[src/sv/swfs_pkg.sv]
// ----------------------------------------------------------------------------
// Wall-follow steering package
// Shared types, register indexes and fixed widths of the steering block.
// ----------------------------------------------------------------------------
package swfs_pkg;

	localparam int DIST_W = 16;
	localparam int D2_W   = 17;
	localparam int XBITS  = 8;
	localparam int NUM_W  = 44;
	localparam int QUO_W  = 24;
	localparam int CNT_W  = 5;
	localparam int TOT_W  = 36;
	localparam int DEN_W  = 29;

	localparam logic [2:0] REG_MAX_WALL  = 3'd0;
	localparam logic [2:0] REG_NEAR      = 3'd1;
	localparam logic [2:0] REG_RADIUS    = 3'd2;
	localparam logic [2:0] REG_MAX_CORR  = 3'd3;
	localparam logic [2:0] REG_MAX_PAIR  = 3'd4;
	localparam logic [2:0] REG_GAIN      = 3'd5;

	typedef struct packed {
		logic [15:0] wall_dist_limit;
		logic [15:0] near_threshold;
		logic [15:0] full_corr_radius;
		logic [15:0] max_correction;
		logic [15:0] max_pair_difference;
		logic [8:0]  motor_gain;
	} cfg_t;

	typedef struct packed {
		logic             start;
		logic [NUM_W-1:0] num;
		logic [NUM_W-1:0] den_sh;
		logic [CNT_W-1:0] steps;
	} div_req_t;

	typedef struct packed {
		logic             busy;
		logic             done;
		logic [QUO_W-1:0] quo;
	} div_rsp_t;

	typedef enum logic [10:0] {
		S_IDLE   = 11'b000_0000_0001,
		S_SIDE   = 11'b000_0000_0010,
		S_CLR    = 11'b000_0000_0100,
		S_CDIV   = 11'b000_0000_1000,
		S_PAIR   = 11'b000_0001_0000,
		S_DRIFT  = 11'b000_0010_0000,
		S_DEN    = 11'b000_0100_0000,
		S_NSTART = 11'b000_1000_0000,
		S_NDIV   = 11'b001_0000_0000,
		S_SCALE  = 11'b010_0000_0000,
		S_FIN    = 11'b100_0000_0000
	} state_t;

endpackage

[src/sv/swfs_if.sv]
// ----------------------------------------------------------------------------
// Wall-follow steering channels
// Valid/ready channels for the sonar requests and the steering results.
// ----------------------------------------------------------------------------
interface swfs_in_if;
	logic        valid;
	logic        ready;
	logic [15:0] left_front_distance;
	logic [15:0] right_front_distance;
	logic [15:0] left_back_distance;
	logic [15:0] right_back_distance;
	logic [7:0]  base_speed;

	modport source(output valid, left_front_distance, right_front_distance,
		left_back_distance, right_back_distance, base_speed, input ready);
	modport sink(input valid, left_front_distance, right_front_distance,
		left_back_distance, right_back_distance, base_speed, output ready);
endinterface

interface swfs_out_if;
	logic              valid;
	logic              ready;
	logic [7:0]        left_speed;
	logic [7:0]        right_speed;
	logic signed [9:0] correction;

	modport source(output valid, left_speed, right_speed, correction, input ready);
	modport sink(input valid, left_speed, right_speed, correction, output ready);
endinterface

[src/sv/swfs_regs.sv]
// ----------------------------------------------------------------------------
// Wall-follow steering registers
// APB register file holding the six steering settings.
// ----------------------------------------------------------------------------
module swfs_regs (
	input  logic               clk,
	input  logic               arst_n,
	input  logic               psel,
	input  logic               penable,
	input  logic               pwrite,
	input  logic [4:0]         paddr,
	input  logic [31:0]        pwdata,
	output logic [31:0]        prdata,
	output logic               pready,
	output swfs_pkg::cfg_t     cfg
);

	swfs_pkg::cfg_t cfg_q;
	logic           wr_en;
	logic [2:0]     idx;

	assign pready = 1'b1;
	assign idx    = paddr[4:2];
	assign wr_en  = psel && penable && pwrite;
	assign cfg    = cfg_q;

	always_ff @(posedge clk or negedge arst_n) begin
		if (!arst_n) begin
			cfg_q.wall_dist_limit     <= 16'd3072;
			cfg_q.near_threshold      <= 16'd2048;
			cfg_q.full_corr_radius    <= 16'd1280;
			cfg_q.max_correction      <= 16'd256;
			cfg_q.max_pair_difference <= 16'd768;
			cfg_q.motor_gain          <= 9'd128;
		end else if (wr_en) begin
			case (idx)
				swfs_pkg::REG_MAX_WALL: cfg_q.wall_dist_limit     <= pwdata[15:0];
				swfs_pkg::REG_NEAR:     cfg_q.near_threshold      <= pwdata[15:0];
				swfs_pkg::REG_RADIUS:   cfg_q.full_corr_radius    <= pwdata[15:0];
				swfs_pkg::REG_MAX_CORR: cfg_q.max_correction      <= pwdata[15:0];
				swfs_pkg::REG_MAX_PAIR: cfg_q.max_pair_difference <= pwdata[15:0];
				swfs_pkg::REG_GAIN:     cfg_q.motor_gain          <= pwdata[8:0];
				default: ;
			endcase
		end
	end

	always_comb begin
		case (idx)
			swfs_pkg::REG_MAX_WALL: prdata = {16'd0, cfg_q.wall_dist_limit};
			swfs_pkg::REG_NEAR:     prdata = {16'd0, cfg_q.near_threshold};
			swfs_pkg::REG_RADIUS:   prdata = {16'd0, cfg_q.full_corr_radius};
			swfs_pkg::REG_MAX_CORR: prdata = {16'd0, cfg_q.max_correction};
			swfs_pkg::REG_MAX_PAIR: prdata = {16'd0, cfg_q.max_pair_difference};
			swfs_pkg::REG_GAIN:     prdata = {23'd0, cfg_q.motor_gain};
			default:                prdata = 32'd0;
		endcase
	end

endmodule

[src/sv/swfs_div.sv]
// ----------------------------------------------------------------------------
// Wall-follow steering divider
// Restoring divider, one quotient bit per cycle, shared by both divisions.
// ----------------------------------------------------------------------------
module swfs_div (
	input  logic                clk,
	input  logic                arst_n,
	input  swfs_pkg::div_req_t  req,
	output swfs_pkg::div_rsp_t  rsp
);

	logic [swfs_pkg::NUM_W-1:0] rem_q;
	logic [swfs_pkg::NUM_W-1:0] dsh_q;
	logic [swfs_pkg::QUO_W-1:0] quo_q;
	logic [swfs_pkg::CNT_W-1:0] cnt_q;
	logic                       busy_q;
	logic                       done_q;
	logic                       ge;

	// The caller pre-shifts the divisor so the first step tests the top quotient bit.
	assign ge = rem_q >= dsh_q;

	always_ff @(posedge clk or negedge arst_n) begin
		if (!arst_n) begin
			busy_q <= 1'b0;
			done_q <= 1'b0;
			cnt_q  <= '0;
		end else begin
			done_q <= 1'b0;
			if (req.start) begin
				busy_q <= 1'b1;
				cnt_q  <= req.steps;
			end else if (busy_q) begin
				cnt_q <= cnt_q - 1'b1;
				if (cnt_q == swfs_pkg::CNT_W'(1)) begin
					busy_q <= 1'b0;
					done_q <= 1'b1;
				end
			end
		end
	end

	always_ff @(posedge clk) begin
		if (req.start) begin
			rem_q <= req.num;
			dsh_q <= req.den_sh;
			quo_q <= '0;
		end else if (busy_q) begin
			if (ge) rem_q <= rem_q - dsh_q;
			dsh_q <= dsh_q >> 1;
			quo_q <= {quo_q[swfs_pkg::QUO_W-2:0], ge};
		end
	end

	assign rsp.busy = busy_q;
	assign rsp.done = done_q;
	assign rsp.quo  = quo_q;

endmodule

[src/sv/sonar_wall_follow_steering.sv]
// ----------------------------------------------------------------------------
// Sonar wall-follow steering
// Keeps four side sonar readings and turns them into corrected wheel speeds.
// ----------------------------------------------------------------------------
// Usage: a request on in_ch carries four side sonar distances (Q8.8 inches)
// and a base speed. in_ch.ready is high only while the block is idle; one
// request is worked on at a time. Each request yields exactly one result on
// out_ch: the left and right wheel speeds and the signed Q1.8 correction.
// A small sequencer drives a shared one-bit-per-cycle divider: the clearance
// ramp takes 24 divider steps and the normalisation 9. A request passes the
// side, clearance, pair, drift, denominator, normalisation start, scale and
// final states, with a divide state where a division is needed, before the
// result register is loaded; the next request can be accepted in the cycle after.
// The result sits in an output register; while the receiver stalls, the
// next request may be accepted and worked on, and it waits in its final
// state until the previous result has been taken.
// Reset clears the stored readings to zero, loads the register defaults and
// empties the output register. Settings are to be written over the APB port
// only while the block is idle; the block itself does not enforce this.
// ----------------------------------------------------------------------------
module sonar_wall_follow_steering #(
	parameter int DIST_FRAC_BITS = 8,
	parameter int SPEED_BITS     = 8
) (
	input  logic        clk,
	input  logic        arst_n,
	swfs_in_if.sink     in_ch,
	swfs_out_if.source  out_ch,
	input  logic        psel,
	input  logic        penable,
	input  logic        pwrite,
	input  logic [4:0]  paddr,
	input  logic [31:0] pwdata,
	output logic [31:0] prdata,
	output logic        pready
);

	// Smallest reading that counts, ceil(0.01 * one inch).
	localparam int TINY_I = ((1 << DIST_FRAC_BITS) + 99) / 100;
	localparam logic [15:0] TINY = 16'(TINY_I);
	localparam int SW = SPEED_BITS + 2;
	localparam logic signed [SW-1:0] SMAX = SW'((1 << SPEED_BITS) - 1);

	swfs_pkg::cfg_t     cfg;
	swfs_pkg::div_req_t div_req;
	swfs_pkg::div_rsp_t div_rsp;
	swfs_pkg::state_t   state_q;

	logic [15:0] cur_q [4];
	logic [15:0] prev_q [4];
	logic [7:0]  speed_q;
	logic [16:0] rd2_q, ld2_q;
	logic        neg_q;
	logic [23:0] clr_q;
	logic signed [swfs_pkg::TOT_W-1:0] total_q;
	logic [4:0]  weight_q;
	logic [swfs_pkg::DEN_W-1:0] den_q;
	logic        sign_q;
	logic signed [9:0] corr_q;
	logic [16:0] gs_q;
	logic [7:0]  left_q, right_q;
	logic signed [9:0] out_corr_q;
	logic [7:0]  out_left_q, out_right_q;
	logic        out_valid_q;

	logic [15:0] mc_eff;
	logic [8:0]  gain_eff;
	logic [16:0] nt2, rr2, mwd2;
	logic        in_acc, out_free;

	swfs_regs u_regs (
		.clk(clk), .arst_n(arst_n), .psel(psel), .penable(penable), .pwrite(pwrite),
		.paddr(paddr), .pwdata(pwdata), .prdata(prdata), .pready(pready), .cfg(cfg)
	);

	swfs_div u_div (.clk(clk), .arst_n(arst_n), .req(div_req), .rsp(div_rsp));

	assign mc_eff   = (cfg.max_correction == 16'd0) ? 16'd1 : cfg.max_correction;
	assign gain_eff = (cfg.motor_gain > 9'd256) ? 9'd256 : cfg.motor_gain;
	assign nt2      = {cfg.near_threshold, 1'b0};
	assign rr2      = {cfg.full_corr_radius, 1'b0};
	assign mwd2     = {cfg.wall_dist_limit, 1'b0};

	assign in_ch.ready = (state_q == swfs_pkg::S_IDLE);
	assign in_acc      = in_ch.valid && in_ch.ready;
	assign out_free    = !out_valid_q || out_ch.ready;

	// Twice the side distance: the average of both sensors near a wall, or
	// twice the single one that is, or zero when neither is.
	function automatic logic [16:0] side2(input logic [15:0] f, input logic [15:0] b,
		input logic [15:0] mwd);
		logic        uf, ub;
		logic [16:0] s;
		uf = f < mwd;
		ub = b < mwd;
		s  = (uf ? {1'b0, f} : 17'd0) + (ub ? {1'b0, b} : 17'd0);
		return (uf && ub) ? s : {s[15:0], 1'b0};
	endfunction

	// Clearance step: pick the side, then either a fixed value or a division.
	logic        use_r;
	logic [16:0] d2_sel;
	logic [32:0] clr_prod;
	always_comb begin
		use_r    = rd2_q < nt2;
		d2_sel   = use_r ? rd2_q : ld2_q;
		clr_prod = mc_eff * (nt2 - d2_sel);
	end

	// Pair terms carry weight ten against the single-sensor drift terms.
	logic signed [25:0] cd;
	logic signed [16:0] rdiff, ldiff;
	logic [16:0]        adr, adl;
	logic signed [25:0] tr, tl;
	logic               pr_ok, pl_ok;
	logic signed [swfs_pkg::TOT_W-1:0] pair_sum;
	always_comb begin
		cd    = neg_q ? -$signed({2'b00, clr_q}) : $signed({2'b00, clr_q});
		rdiff = $signed({1'b0, cur_q[1]}) - $signed({1'b0, cur_q[3]});
		ldiff = $signed({1'b0, cur_q[2]}) - $signed({1'b0, cur_q[0]});
		adr   = rdiff[16] ? 17'(-rdiff) : 17'(rdiff);
		adl   = ldiff[16] ? 17'(-ldiff) : 17'(ldiff);
		tr    = cd - ($signed(26'(rdiff)) <<< 8);
		tl    = cd - ($signed(26'(ldiff)) <<< 8);
		pr_ok = (adr < {1'b0, cfg.max_pair_difference}) && (rd2_q < mwd2);
		pl_ok = (adl < {1'b0, cfg.max_pair_difference}) && (ld2_q < mwd2);
		pair_sum = '0;
		if (pr_ok) pair_sum = pair_sum + (swfs_pkg::TOT_W'(tr) <<< 3)
			+ (swfs_pkg::TOT_W'(tr) <<< 1);
		if (pl_ok) pair_sum = pair_sum + (swfs_pkg::TOT_W'(tl) <<< 3)
			+ (swfs_pkg::TOT_W'(tl) <<< 1);
	end

	logic signed [swfs_pkg::TOT_W-1:0] drift_sum;
	logic [2:0]                        drift_cnt;
	always_comb begin
		drift_sum = total_q;
		drift_cnt = 3'd0;
		for (int i = 0; i < 4; i++) begin
			if (cur_q[i] < cfg.wall_dist_limit && prev_q[i] < cfg.wall_dist_limit) begin
				drift_sum = drift_sum + (swfs_pkg::TOT_W'($signed({1'b0, cur_q[i]})
					- $signed({1'b0, prev_q[i]})) <<< 8);
				drift_cnt = drift_cnt + 3'd1;
			end
		end
	end

	// Normalisation: a quotient of 512 or more skips the division, and the result saturates at 256.
	logic [swfs_pkg::TOT_W-1:0] tmag;
	logic [swfs_pkg::NUM_W-1:0] nnum;
	logic                       nsat;
	always_comb begin
		tmag = total_q[swfs_pkg::TOT_W-1] ? swfs_pkg::TOT_W'(-total_q)
			: swfs_pkg::TOT_W'(total_q);
		nnum = swfs_pkg::NUM_W'(tmag) << 8;
		nsat = nnum >= (swfs_pkg::NUM_W'(den_q) << 9);
	end

	logic [8:0] qcl;
	assign qcl = (div_rsp.quo[8:0] > 9'd256) ? 9'd256 : div_rsp.quo[8:0];

	// Speed reduction from the registered gain-speed product.
	logic [8:0]            cabs;
	logic [25:0]           red;
	logic signed [SW-1:0]  lv, rv;
	always_comb begin
		cabs = corr_q[9] ? 9'(-corr_q) : 9'(corr_q);
		red  = gs_q * cabs;
		lv   = $signed(SW'({2'b00, speed_q}));
		rv   = lv;
		if (corr_q > 10'sd0) lv = lv - $signed(SW'(red[25:16]));
		else if (corr_q < 10'sd0) rv = rv - $signed(SW'(red[25:16]));
		if (lv < 0) lv = '0;
		if (lv > SMAX) lv = SMAX;
		if (rv < 0) rv = '0;
		if (rv > SMAX) rv = SMAX;
	end

	always_comb begin
		div_req = '0;
		if (state_q == swfs_pkg::S_CLR && d2_sel < nt2 && d2_sel >= rr2) begin
			div_req.start  = 1'b1;
			div_req.num    = swfs_pkg::NUM_W'(clr_prod) << 8;
			div_req.den_sh = swfs_pkg::NUM_W'(nt2 - rr2) << 23;
			div_req.steps  = swfs_pkg::CNT_W'(24);
		end else if (state_q == swfs_pkg::S_NSTART && weight_q != 5'd0 && !nsat) begin
			div_req.start  = 1'b1;
			div_req.num    = nnum;
			div_req.den_sh = swfs_pkg::NUM_W'(den_q) << 8;
			div_req.steps  = swfs_pkg::CNT_W'(9);
		end
	end

	always_ff @(posedge clk or negedge arst_n) begin
		if (!arst_n) begin
			state_q     <= swfs_pkg::S_IDLE;
			out_valid_q <= 1'b0;
			for (int i = 0; i < 4; i++) begin
				cur_q[i]  <= '0;
				prev_q[i] <= '0;
			end
		end else begin
			// A new result is loaded as the old one leaves or once the register is empty.
			if (state_q == swfs_pkg::S_FIN && out_free) out_valid_q <= 1'b1;
			else if (out_ch.ready) out_valid_q <= 1'b0;
			case (state_q)
				swfs_pkg::S_IDLE: begin
					if (in_acc) begin
						if (in_ch.left_front_distance >= TINY) begin
							prev_q[0] <= cur_q[0];
							cur_q[0]  <= in_ch.left_front_distance;
						end
						if (in_ch.right_front_distance >= TINY) begin
							prev_q[1] <= cur_q[1];
							cur_q[1]  <= in_ch.right_front_distance;
						end
						if (in_ch.left_back_distance >= TINY) begin
							prev_q[2] <= cur_q[2];
							cur_q[2]  <= in_ch.left_back_distance;
						end
						if (in_ch.right_back_distance >= TINY) begin
							prev_q[3] <= cur_q[3];
							cur_q[3]  <= in_ch.right_back_distance;
						end
						state_q <= swfs_pkg::S_SIDE;
					end
				end
				swfs_pkg::S_SIDE: state_q <= swfs_pkg::S_CLR;
				swfs_pkg::S_CLR: begin
					if (div_req.start) state_q <= swfs_pkg::S_CDIV;
					else state_q <= swfs_pkg::S_PAIR;
				end
				swfs_pkg::S_CDIV: if (div_rsp.done) state_q <= swfs_pkg::S_PAIR;
				swfs_pkg::S_PAIR: state_q <= swfs_pkg::S_DRIFT;
				swfs_pkg::S_DRIFT: state_q <= swfs_pkg::S_DEN;
				swfs_pkg::S_DEN: state_q <= swfs_pkg::S_NSTART;
				swfs_pkg::S_NSTART: begin
					if (div_req.start) state_q <= swfs_pkg::S_NDIV;
					else state_q <= swfs_pkg::S_SCALE;
				end
				swfs_pkg::S_NDIV: if (div_rsp.done) state_q <= swfs_pkg::S_SCALE;
				swfs_pkg::S_SCALE: state_q <= swfs_pkg::S_FIN;
				swfs_pkg::S_FIN: begin
					if (out_free) state_q <= swfs_pkg::S_IDLE;
				end
				default: state_q <= swfs_pkg::S_IDLE;
			endcase
		end
	end

	// Datapath registers.
	always_ff @(posedge clk) begin
		case (state_q)
			swfs_pkg::S_IDLE: if (in_acc) speed_q <= in_ch.base_speed;
			swfs_pkg::S_SIDE: begin
				rd2_q <= side2(cur_q[1], cur_q[3], cfg.wall_dist_limit);
				ld2_q <= side2(cur_q[0], cur_q[2], cfg.wall_dist_limit);
			end
			swfs_pkg::S_CLR: begin
				neg_q <= !use_r;
				if (d2_sel >= nt2) clr_q <= '0;
				else if (d2_sel < rr2) clr_q <= {mc_eff, 8'd0};
			end
			swfs_pkg::S_CDIV: if (div_rsp.done) clr_q <= div_rsp.quo;
			swfs_pkg::S_PAIR: begin
				total_q  <= pair_sum;
				weight_q <= (pr_ok ? 5'd10 : 5'd0) + (pl_ok ? 5'd10 : 5'd0);
			end
			swfs_pkg::S_DRIFT: begin
				total_q  <= drift_sum;
				weight_q <= weight_q + {2'b00, drift_cnt};
			end
			swfs_pkg::S_DEN: begin
				den_q  <= swfs_pkg::DEN_W'({16'd0, weight_q} * {5'd0, mc_eff}) << 8;
				sign_q <= total_q[swfs_pkg::TOT_W-1];
				gs_q   <= gain_eff * speed_q;
			end
			swfs_pkg::S_NSTART: begin
				if (weight_q == 5'd0) corr_q <= '0;
				else if (nsat) corr_q <= sign_q ? -10'sd256 : 10'sd256;
			end
			swfs_pkg::S_NDIV: begin
				if (div_rsp.done)
					corr_q <= sign_q ? -$signed({1'b0, qcl}) : $signed({1'b0, qcl});
			end
			swfs_pkg::S_SCALE: begin
				left_q  <= lv[7:0];
				right_q <= rv[7:0];
			end
			swfs_pkg::S_FIN: begin
				if (out_free) begin
					out_left_q  <= left_q;
					out_right_q <= right_q;
					out_corr_q  <= corr_q;
				end
			end
			default: ;
		endcase
	end

	assign out_ch.valid       = out_valid_q;
	assign out_ch.left_speed  = out_left_q;
	assign out_ch.right_speed = out_right_q;
	assign out_ch.correction  = out_corr_q;

	a_corr_range: assert property (@(posedge clk) disable iff (!arst_n)
		out_ch.valid |-> (out_ch.correction <= 10'sd256 && out_ch.correction >= -10'sd256))
		else $error("correction out of range");

	a_left_slows: assert property (@(posedge clk) disable iff (!arst_n)
		(out_ch.valid && out_ch.correction > 10'sd0) |-> out_ch.left_speed <= out_ch.right_speed)
		else $error("positive correction did not slow the left wheel");

	a_no_corr: assert property (@(posedge clk) disable iff (!arst_n)
		(out_ch.valid && out_ch.correction == 10'sd0) |-> out_ch.left_speed == out_ch.right_speed)
		else $error("zero correction changed a wheel speed");

	a_div_owner: assert property (@(posedge clk) disable iff (!arst_n)
		div_rsp.busy |-> (state_q == swfs_pkg::S_CDIV || state_q == swfs_pkg::S_NDIV))
		else $error("divider busy outside a divide state");

endmodule

[src/flat_wrapper.sv]
// flat-port wrapper written by rule: the top's interface ports become plain ports
module sonar_wall_follow_steering_flat 
#(
	parameter int DIST_FRAC_BITS = 8,
	parameter int SPEED_BITS     = 8
)
  (clk, arst_n, psel, penable, pwrite, paddr, pwdata, prdata, pready, in_ch_valid, in_ch_left_front_distance, in_ch_right_front_distance, in_ch_left_back_distance, in_ch_right_back_distance, in_ch_base_speed, in_ch_ready, out_ch_valid, out_ch_left_speed, out_ch_right_speed, out_ch_correction, out_ch_ready);
  swfs_in_if in_ch_i ();
  swfs_out_if out_ch_i ();
  input  logic clk;
  input  logic arst_n;
  input  logic psel;
  input  logic penable;
  input  logic pwrite;
  input  logic [4:0] paddr;
  input  logic [31:0] pwdata;
  output logic [31:0] prdata;
  output logic pready;
  input wire logic [$bits(in_ch_i.valid)-1:0] in_ch_valid;
  input wire logic [$bits(in_ch_i.left_front_distance)-1:0] in_ch_left_front_distance;
  input wire logic [$bits(in_ch_i.right_front_distance)-1:0] in_ch_right_front_distance;
  input wire logic [$bits(in_ch_i.left_back_distance)-1:0] in_ch_left_back_distance;
  input wire logic [$bits(in_ch_i.right_back_distance)-1:0] in_ch_right_back_distance;
  input wire logic [$bits(in_ch_i.base_speed)-1:0] in_ch_base_speed;
  output wire logic [$bits(in_ch_i.ready)-1:0] in_ch_ready;
  output wire logic [$bits(out_ch_i.valid)-1:0] out_ch_valid;
  output wire logic [$bits(out_ch_i.left_speed)-1:0] out_ch_left_speed;
  output wire logic [$bits(out_ch_i.right_speed)-1:0] out_ch_right_speed;
  output wire logic [$bits(out_ch_i.correction)-1:0] out_ch_correction;
  input wire logic [$bits(out_ch_i.ready)-1:0] out_ch_ready;
  assign in_ch_i.valid = in_ch_valid;
  assign in_ch_i.left_front_distance = in_ch_left_front_distance;
  assign in_ch_i.right_front_distance = in_ch_right_front_distance;
  assign in_ch_i.left_back_distance = in_ch_left_back_distance;
  assign in_ch_i.right_back_distance = in_ch_right_back_distance;
  assign in_ch_i.base_speed = in_ch_base_speed;
  assign in_ch_ready = in_ch_i.ready;
  assign out_ch_valid = out_ch_i.valid;
  assign out_ch_left_speed = out_ch_i.left_speed;
  assign out_ch_right_speed = out_ch_i.right_speed;
  assign out_ch_correction = out_ch_i.correction;
  assign out_ch_i.ready = out_ch_ready;
  sonar_wall_follow_steering #(.DIST_FRAC_BITS(DIST_FRAC_BITS), .SPEED_BITS(SPEED_BITS)) u_core (.clk(clk), .arst_n(arst_n), .in_ch(in_ch_i), .out_ch(out_ch_i), .psel(psel), .penable(penable), .pwrite(pwrite), .paddr(paddr), .pwdata(pwdata), .prdata(prdata), .pready(pready));
endmodule
[config.mk]
export PLATFORM = sky130hd
export DESIGN_NAME = sonar_wall_follow_steering_flat
export DESIGN_NICKNAME = d
export VERILOG_FILES = /design/src/sv/swfs_pkg.sv /design/src/sv/swfs_if.sv /design/src/sv/swfs_regs.sv /design/src/sv/swfs_div.sv /design/src/sv/sonar_wall_follow_steering.sv /design/src/flat_wrapper.sv
export SDC_FILE = /design/constraint.sdc
export NUM_CORES = 2
export LEC_CHECK = 0
export BUFFER_PORTS_ARGS = -buffer_cell sky130_fd_sc_hd__buf_4
export CAP_MARGIN = 20
export CORE_MARGIN = 5
export CORE_UTILIZATION = 60
export CTS_CLUSTER_DIAMETER = 40
export CTS_CLUSTER_SIZE = 40
export DETAILED_ROUTE_END_ITERATION = 10
export PLACE_DENSITY = 0.83
export SYNTH_ARGS = -nofsm -noshare
export SYNTH_HDL_FRONTEND = slang
export SYNTH_SLANG_ARGS = --single-unit
export TNS_END_PERCENT = 20
[constraint.sdc]
create_clock -name clk -period 13.4 [get_ports clk]
set_clock_uncertainty 0.05 [all_clocks]
set_input_delay 1.34 -clock clk [delete_from_list [all_inputs] [get_ports clk]]
set_output_delay 1.34 -clock clk [all_outputs]
set_load 0.03 [all_outputs]
# Word level (Yosys, flattened, before mapping)
# Cells that the tools add are included.
# word_totals
regBits	547
input_bits	116
out_inout_bits	61
word_cells	246
# classes
add_sub_neg	33
mul	4
n_lt_le_gt_ge	31
eq_ne	23
n_mux	69
n_reduce_logical	46
# op_table
cell	n
36-bit 2-to-1 mux	7
44-bit 2-to-1 mux	5
94-bit 2-to-1 mux	2
36-bit adder	4
16-bit < comparator	8
11-bit one-hot mux with 11 select lines	1
10-bit 2-to-1 mux	11
16-bit by 16-bit subtractor with 17-bit output	6
16-bit one-hot mux with 6 select lines	1
17-bit < comparator	5
17-bit 2-to-1 mux	5
16-bit 2-to-1 mux	5
24-bit 2-to-1 mux	3
36-bit one-hot mux with 2 select lines	1
16-bit by 2-bit greater-or-equal comparator with 1-bit output (second input constant)	4
26-bit by 25-bit subtractor with 26-bit output	2
24-bit one-hot mux with 2 select lines	1
44-bit by 38-bit greater-or-equal comparator with 1-bit output	1
44-bit greater-or-equal comparator	1
11-bit 2-to-1 mux	4
44-bit subtractor	1
36-bit by 27-bit adder with 36-bit output	1
36-bit by 29-bit adder with 36-bit output	1
36-bit negator	1
other kinds (61)	125

# Depth between registers and ports, before layout
# logic_depth
word_depth	11
mapped_depth	52
depth_no_buf	52

# Hierarchy
# A second synthesis with hierarchy kept.
# unflattened
hier_cells	7992
hier_area_um2	71071.9
# modules_own_cells
module	instances	cells_each	area_per_inst_um2	seq_area_each_um2
sonar_wall_follow_steering	1	6820	58935.3	9450.3
swfs_div	1	850	7746.2	3298.2
swfs_regs	1	322	4390.5	2238.4

# Worst setup path before layout
# Ideal clock, no wire load.
# synth_timing
kind	register -> register
from	reg u_core.u_regs.cfg_q (netlist bit u_core.u_regs.cfg[68])
to	reg u_core.u_div.rem_q[38] (netlist name), data pin
setup_time_ns	0.256
t_arrival_ns	10.297
t_required_ns	13.094
setup_slack_ns	2.798
path_stages_with_launch	38
n_path_buf	2
period_less_slack_ns	10.602
cell_sequence	dfstp_2 inv_1 ha_1 and4_1 o21ai_0 o21a_1 o21ai_1 clkbuf_1 mux2_2 inv_1 ha_1 a21o_1 a2111o_1 o32ai_1 inv_1 a41o_1 a21boi_0 o21a_1 [2 not listed] fa_1 fa_1 inv_1 fa_1 fa_1 inv_1 fa_1 inv_1 fa_1 ha_1 a21o_1 a21oi_1 o21ai_0 nor2b_1 a221o_1 o21a_1 or3_1 a31o_2
# synth_between
elab_chain_len	7
elab_cells_between_ends	10
cone_classes	1 x add/sub; 1 x mul; 3 x order compare; 3 x mux; 2 x reduce/logical
# synth_rtl
element	line_no	source
from (decl)	swfs_regs.sv:18	swfs_pkg::cfg_t cfg_q;
parallel branches: the longest is 5 deep, another holds 16-bit by 33-bit multiplier with 33-bit output	n/a	
94-bit 2-to-1 mux *	sonar_wall_follow_steering.sv:181	if (state_q == swfs_pkg::S_CLR && d2_sel < nt2 && d2_sel >= rr2) begin
44-bit 2-to-1 mux *	swfs_div.sv:44	if (req.start) begin
to (signal assigned)	swfs_div.sv:45	rem_q <= req.num;
to (signal assigned)	swfs_div.sv:49	if (ge) rem_q <= rem_q - dsh_q;
to (decl)	swfs_div.sv:12	logic [swfs_pkg::NUM_W-1:0] rem_q;
# Mark *: on every way between the ends.
# A chain may end at the register's enable or synchronous reset.

# Worst setup path in the final report
# layout_timing
from	reg u_core.cur_q[48] (netlist name)
to	reg u_core.total_q[35] (netlist name), data pin
# layout_between
elab_chain_len	10
elab_cells_between_ends	21
cone_classes	10 x add/sub; 2 x order compare; 7 x mux; 2 x reduce/logical
# layout_rtl
element	line_no	source
from (decl)	sonar_wall_follow_steering.sv:49	logic [15:0] cur_q [4];
16-bit by 16-bit subtractor with 17-bit output or 16-bit < comparator (tied branches)	sonar_wall_follow_steering.sv:142, sonar_wall_follow_steering.sv:140	
36-bit adder or 1-bit logical AND (tied branches)	sonar_wall_follow_steering.sv:141, sonar_wall_follow_steering.sv:140	
36-bit 2-to-1 mux	sonar_wall_follow_steering.sv:140	if (cur_q[i] < cfg.wall_dist_limit && prev_q[i] < cfg.wall_dist_limit) begin
36-bit adder	sonar_wall_follow_steering.sv:141	drift_sum = drift_sum + (swfs_pkg::TOT_W'($signed({1'b0, cur_q[i]})
36-bit 2-to-1 mux	sonar_wall_follow_steering.sv:140	
36-bit adder	sonar_wall_follow_steering.sv:141	
36-bit 2-to-1 mux	sonar_wall_follow_steering.sv:140	
36-bit adder	sonar_wall_follow_steering.sv:141	
36-bit 2-to-1 mux	sonar_wall_follow_steering.sv:140	
36-bit one-hot mux with 2 select lines *	sonar_wall_follow_steering.sv:253	case (state_q)
to (signal assigned)	sonar_wall_follow_steering.sv:266	total_q <= pair_sum;
to (signal assigned)	sonar_wall_follow_steering.sv:270	total_q <= drift_sum;
to (decl)	sonar_wall_follow_steering.sv:55	logic signed [swfs_pkg::TOT_W-1:0] total_q;
# Every way passes the cells marked *; elsewhere a longest branch is shown, timed or not.

==> impl_metrics.yaml <==
status:
  status: "finished clean"
global_routing:
  grt_first_pass_wirelength_um: 323000
  gr-usage-met3_pct: 6.75
  top_usage_layer: "met2"
  first_global_vias: 59600
  met1_usage_pct: 40.7
  gr-usage-all-layers_pct: 33.4
  grt_max_degree: 104
  grt.overflow.total: 0
  antenna_found_initial: 6
  gr-usage-met2_pct: 54.2
logic_synthesis:
  synth_top_area_share_pct: 15.0
  synth_ff_type: "edfxtp_1"
  yosys.area.top_type: "ha_1"
  yosysMostFrequentCell: "inv_1"
  avgSynthCellArea_um2: 8.91
  synthTopCellsByArea: "ha_1 15%, fa_1 15%, edfxtp_1 12%"
  syn_area_um2: 69600
  synth_seq_area_share_pct: 21.5
  yosysUniqueCellTypes: 103
  ys_seq_elements: 546
  postSynthCellCount: 7807
  postSynth.asyncResetShare_pct: 43.2
  synth_edf_count: 286
  ys_top_cells_by_count: "992 x inv_1, 834 x ha_1, 787 x nand2_1"
  yosysWarnings: 0
setup_path:
  critical_path_required_ps: 13780
  regToRegStartpoint: "u_core.cur_q[48]$_DFFE_PN0P_"
  path_common_cell: "o21ai_0"
  r2r-end: "u_core.total_q[35]$_DFFE_PP_"
  reg2reg_depth: 51
  cpPeakStageDelay_ps: 640
  reg2reg_setup_slack_ps: 1510
  critPathLaunchType: "register"
  path_max_fanout: 7
  worst-setup-path-type: "register to register"
  cp_slowest_cell: "a211oi_1"
  endpoint_kind: "register"
  crit_arrival_ps: 12270
cells_and_area:
  layout.nets: 9346
  instances_no_fill: 9476
  nFillCells: 9080
  drive_above_1_share_pct: 9.08
  area_growth_pct: 8.62
  antennaDiodeCount: 0
min_path:
  worstHoldEndpoint: "u_core.out_ch.right_speed[5]$_DFFE_PP_"
  hp-start: "u_core.right_q[5]$_SDFFCE_PN1P_"
  holdPathStages: 0
  hold_path_class: "register to register"
cts:
  post_cts_resized: 0
  post_cts_buffers: 0
  clock_sinks: 546
  htree_levels: 3
  clockBufferDepth: 3
  path_clk_slew_ps: 60
  holdBufCountCts: 0
  cts_tree: "done"
  cts-root-buf: "clkbuf_16"
  numCtsBuffers: 87
  clk_latency_ps: 710
detailed_routing:
  drt_iter0_markers: 4948
  vias: 58900
  wl_per_cell_um: 21.8
  totalWireLength_um: 207000
  postRouteAntennaNets: 0
  post-route-drc-count: 0
  vias_per_cell: 6.21
  drtPass1Iterations: 8
placement:
  numPortBuffers: 141
  dp_slack_ps: 1730
  hpwl_um: 162000
  gp_congestion: 1.04
  placedCellCount: 9306
sta:
  max_freq_mhz: 84.1
  rsz0062_at_grt: "no"
  setup_viol: 0
  setup_ws_ps: 1510
  max_slew.worst_pin.slew_ps: 1100
  maxSlewViolCount: 0
  fin_setup_tns_ps: 0
  hold_violations: 0
  finalCriticalPeriod_ps: 11890
  maxSlewHeadroom_pct: 25.9
  finalCritPeriodShare_pct: 88.8
floorplanning:
  die_w_um: 351
  core_um2: 116000
  die_area_um2: 123000
  dieHeight_um: 351
  initial_utilization_pct: 60.1
  ios: 177
  rows: 125
job:
  drv_cap: 0
==> cell families (layout without fill, tap and decap cells) <==
group / after synthesis / count (layout) / share of synthesized area (%)
AO/OA/AOI/OAI: 1706 / 1706 / 15.6
XOR/XNOR: 473 / 473 / 5.98
adder cells (fa/ha/maj): 1352 / 1352 / 29.9
buffers and inverters: 1259 / 1389 / 6.95
flip-flops: 546 / 546 / 21.5
multiplexers: 308 / 308 / 4.96
other: 2 / 17 / 0.0108
AND/OR/NAND/NOR: 2161 / 2161 / 15.1
==> layer usage <==
metal	up-vias	wire (um)
li1	26900	-
met5	-	20
met2	2734	93100
met4	2	16500
met3	771	18700
met1	28500	78300
==> worst max-delay path, delay by kind of cell (launching register included) <==
family | cells | cell delay, ps
multiplexers | 1 | 280
flip-flops | 1 | 490
AND/OR/NAND/NOR | 6 | 800
AO/OA/AOI/OAI | 29 | 6010
XOR/XNOR | 7 | 1940
buffers and inverters | 3 | 290
adder cells (fa/ha/maj) | 5 | 1720
==> sequential cells by signal (all words and copies together) (netlist names), 11 cells and up <==
register	flops
u_core.clr_q	24
u_core.cur_q	64
u_core.den_q	21
u_core.gs_q	17
u_core.ld2_q	17
u_core.prev_q	64
u_core.rd2_q	17
u_core.state_q	11
u_core.total_q	35
u_core.u_div.dsh_q	44
u_core.u_div.quo_q	24
u_core.u_div.rem_q	44
u_core.u_regs.cfg	89
==> cell usage in the layout, fill, tap and decap left out, drive strengths merged, types with 95 or more instances in the layout <==
cell type | synthesis | final
a21o | 200 | 200
a21oi | 413 | 413
and2 | 271 | 271
buf | 54 | 230
clkbuf | 211 | 95
dfrtp | 226 | 226
edfxtp | 286 | 286
fa | 518 | 518
ha | 834 | 834
inv | 993 | 1024
mux2 | 233 | 233
nand2 | 788 | 788
nor2 | 401 | 401
nor2b | 137 | 137
nor3 | 106 | 106
o21ai | 460 | 460
xnor2 | 327 | 327
xor2 | 145 | 145
==> worst max-delay path by stage <==
stage / startpoint / endpoint / slack, ps / cells after the start
final: u_core.cur_q[48]$_DFFE_PN0P_ / u_core.total_q[35]$_DFFE_PP_ / 1510 / 51
after global routing: u_core.prev_q[49]$_DFFE_PN0P_ / u_core.total_q[35]$_DFFE_PP_ / 580 / 51
after CTS: u_core.cur_q[49]$_DFFE_PN0P_ / u_core.total_q[35]$_DFFE_PP_ / 1650 / 50
after detailed placement: u_core.cur_q[49]$_DFFE_PN0P_ / u_core.total_q[35]$_DFFE_PP_ / 1730 / 50
after global placement: u_core.cur_q[49]$_DFFE_PN0P_ / u_core.total_q[35]$_DFFE_PP_ / 1840 / 50
after floorplan: u_core.u_regs.cfg[68]$_DFFE_PN1P_ / u_core.u_div.rem_q[38]$_DFFE_PP_ / 2800 / 37
==> per-stage QoR <==
step	hold WS [ps]	utilization [%]	instance area [um2]
floorplan	350	-	69600
global placement	352	62.5	72300
detailed placement	355	62.5	72300
CTS	369	65.2	75500
global route	375	65.3	75600
finish	369	65.3	75600
==> layout make-up <==
class | instances | area, um2 | share of cell area (%)
Clock buffer | 93 | 2250 | 2.98
Clock inverter | 70 | 901 | 1.19
Inverter | 994 | 3730 | 4.94
Multi-Input combinational cell | 6017 | 50000 | 66.1
Sequential cell | 546 | 15000 | 19.8
Tap cell | 1524 | 1910 | 2.52
Timing Repair Buffer | 232 | 1820 | 2.40
Power is not shown: default switching activity piles up to over one toggle a cycle in this logic, so the estimate is an artifact.
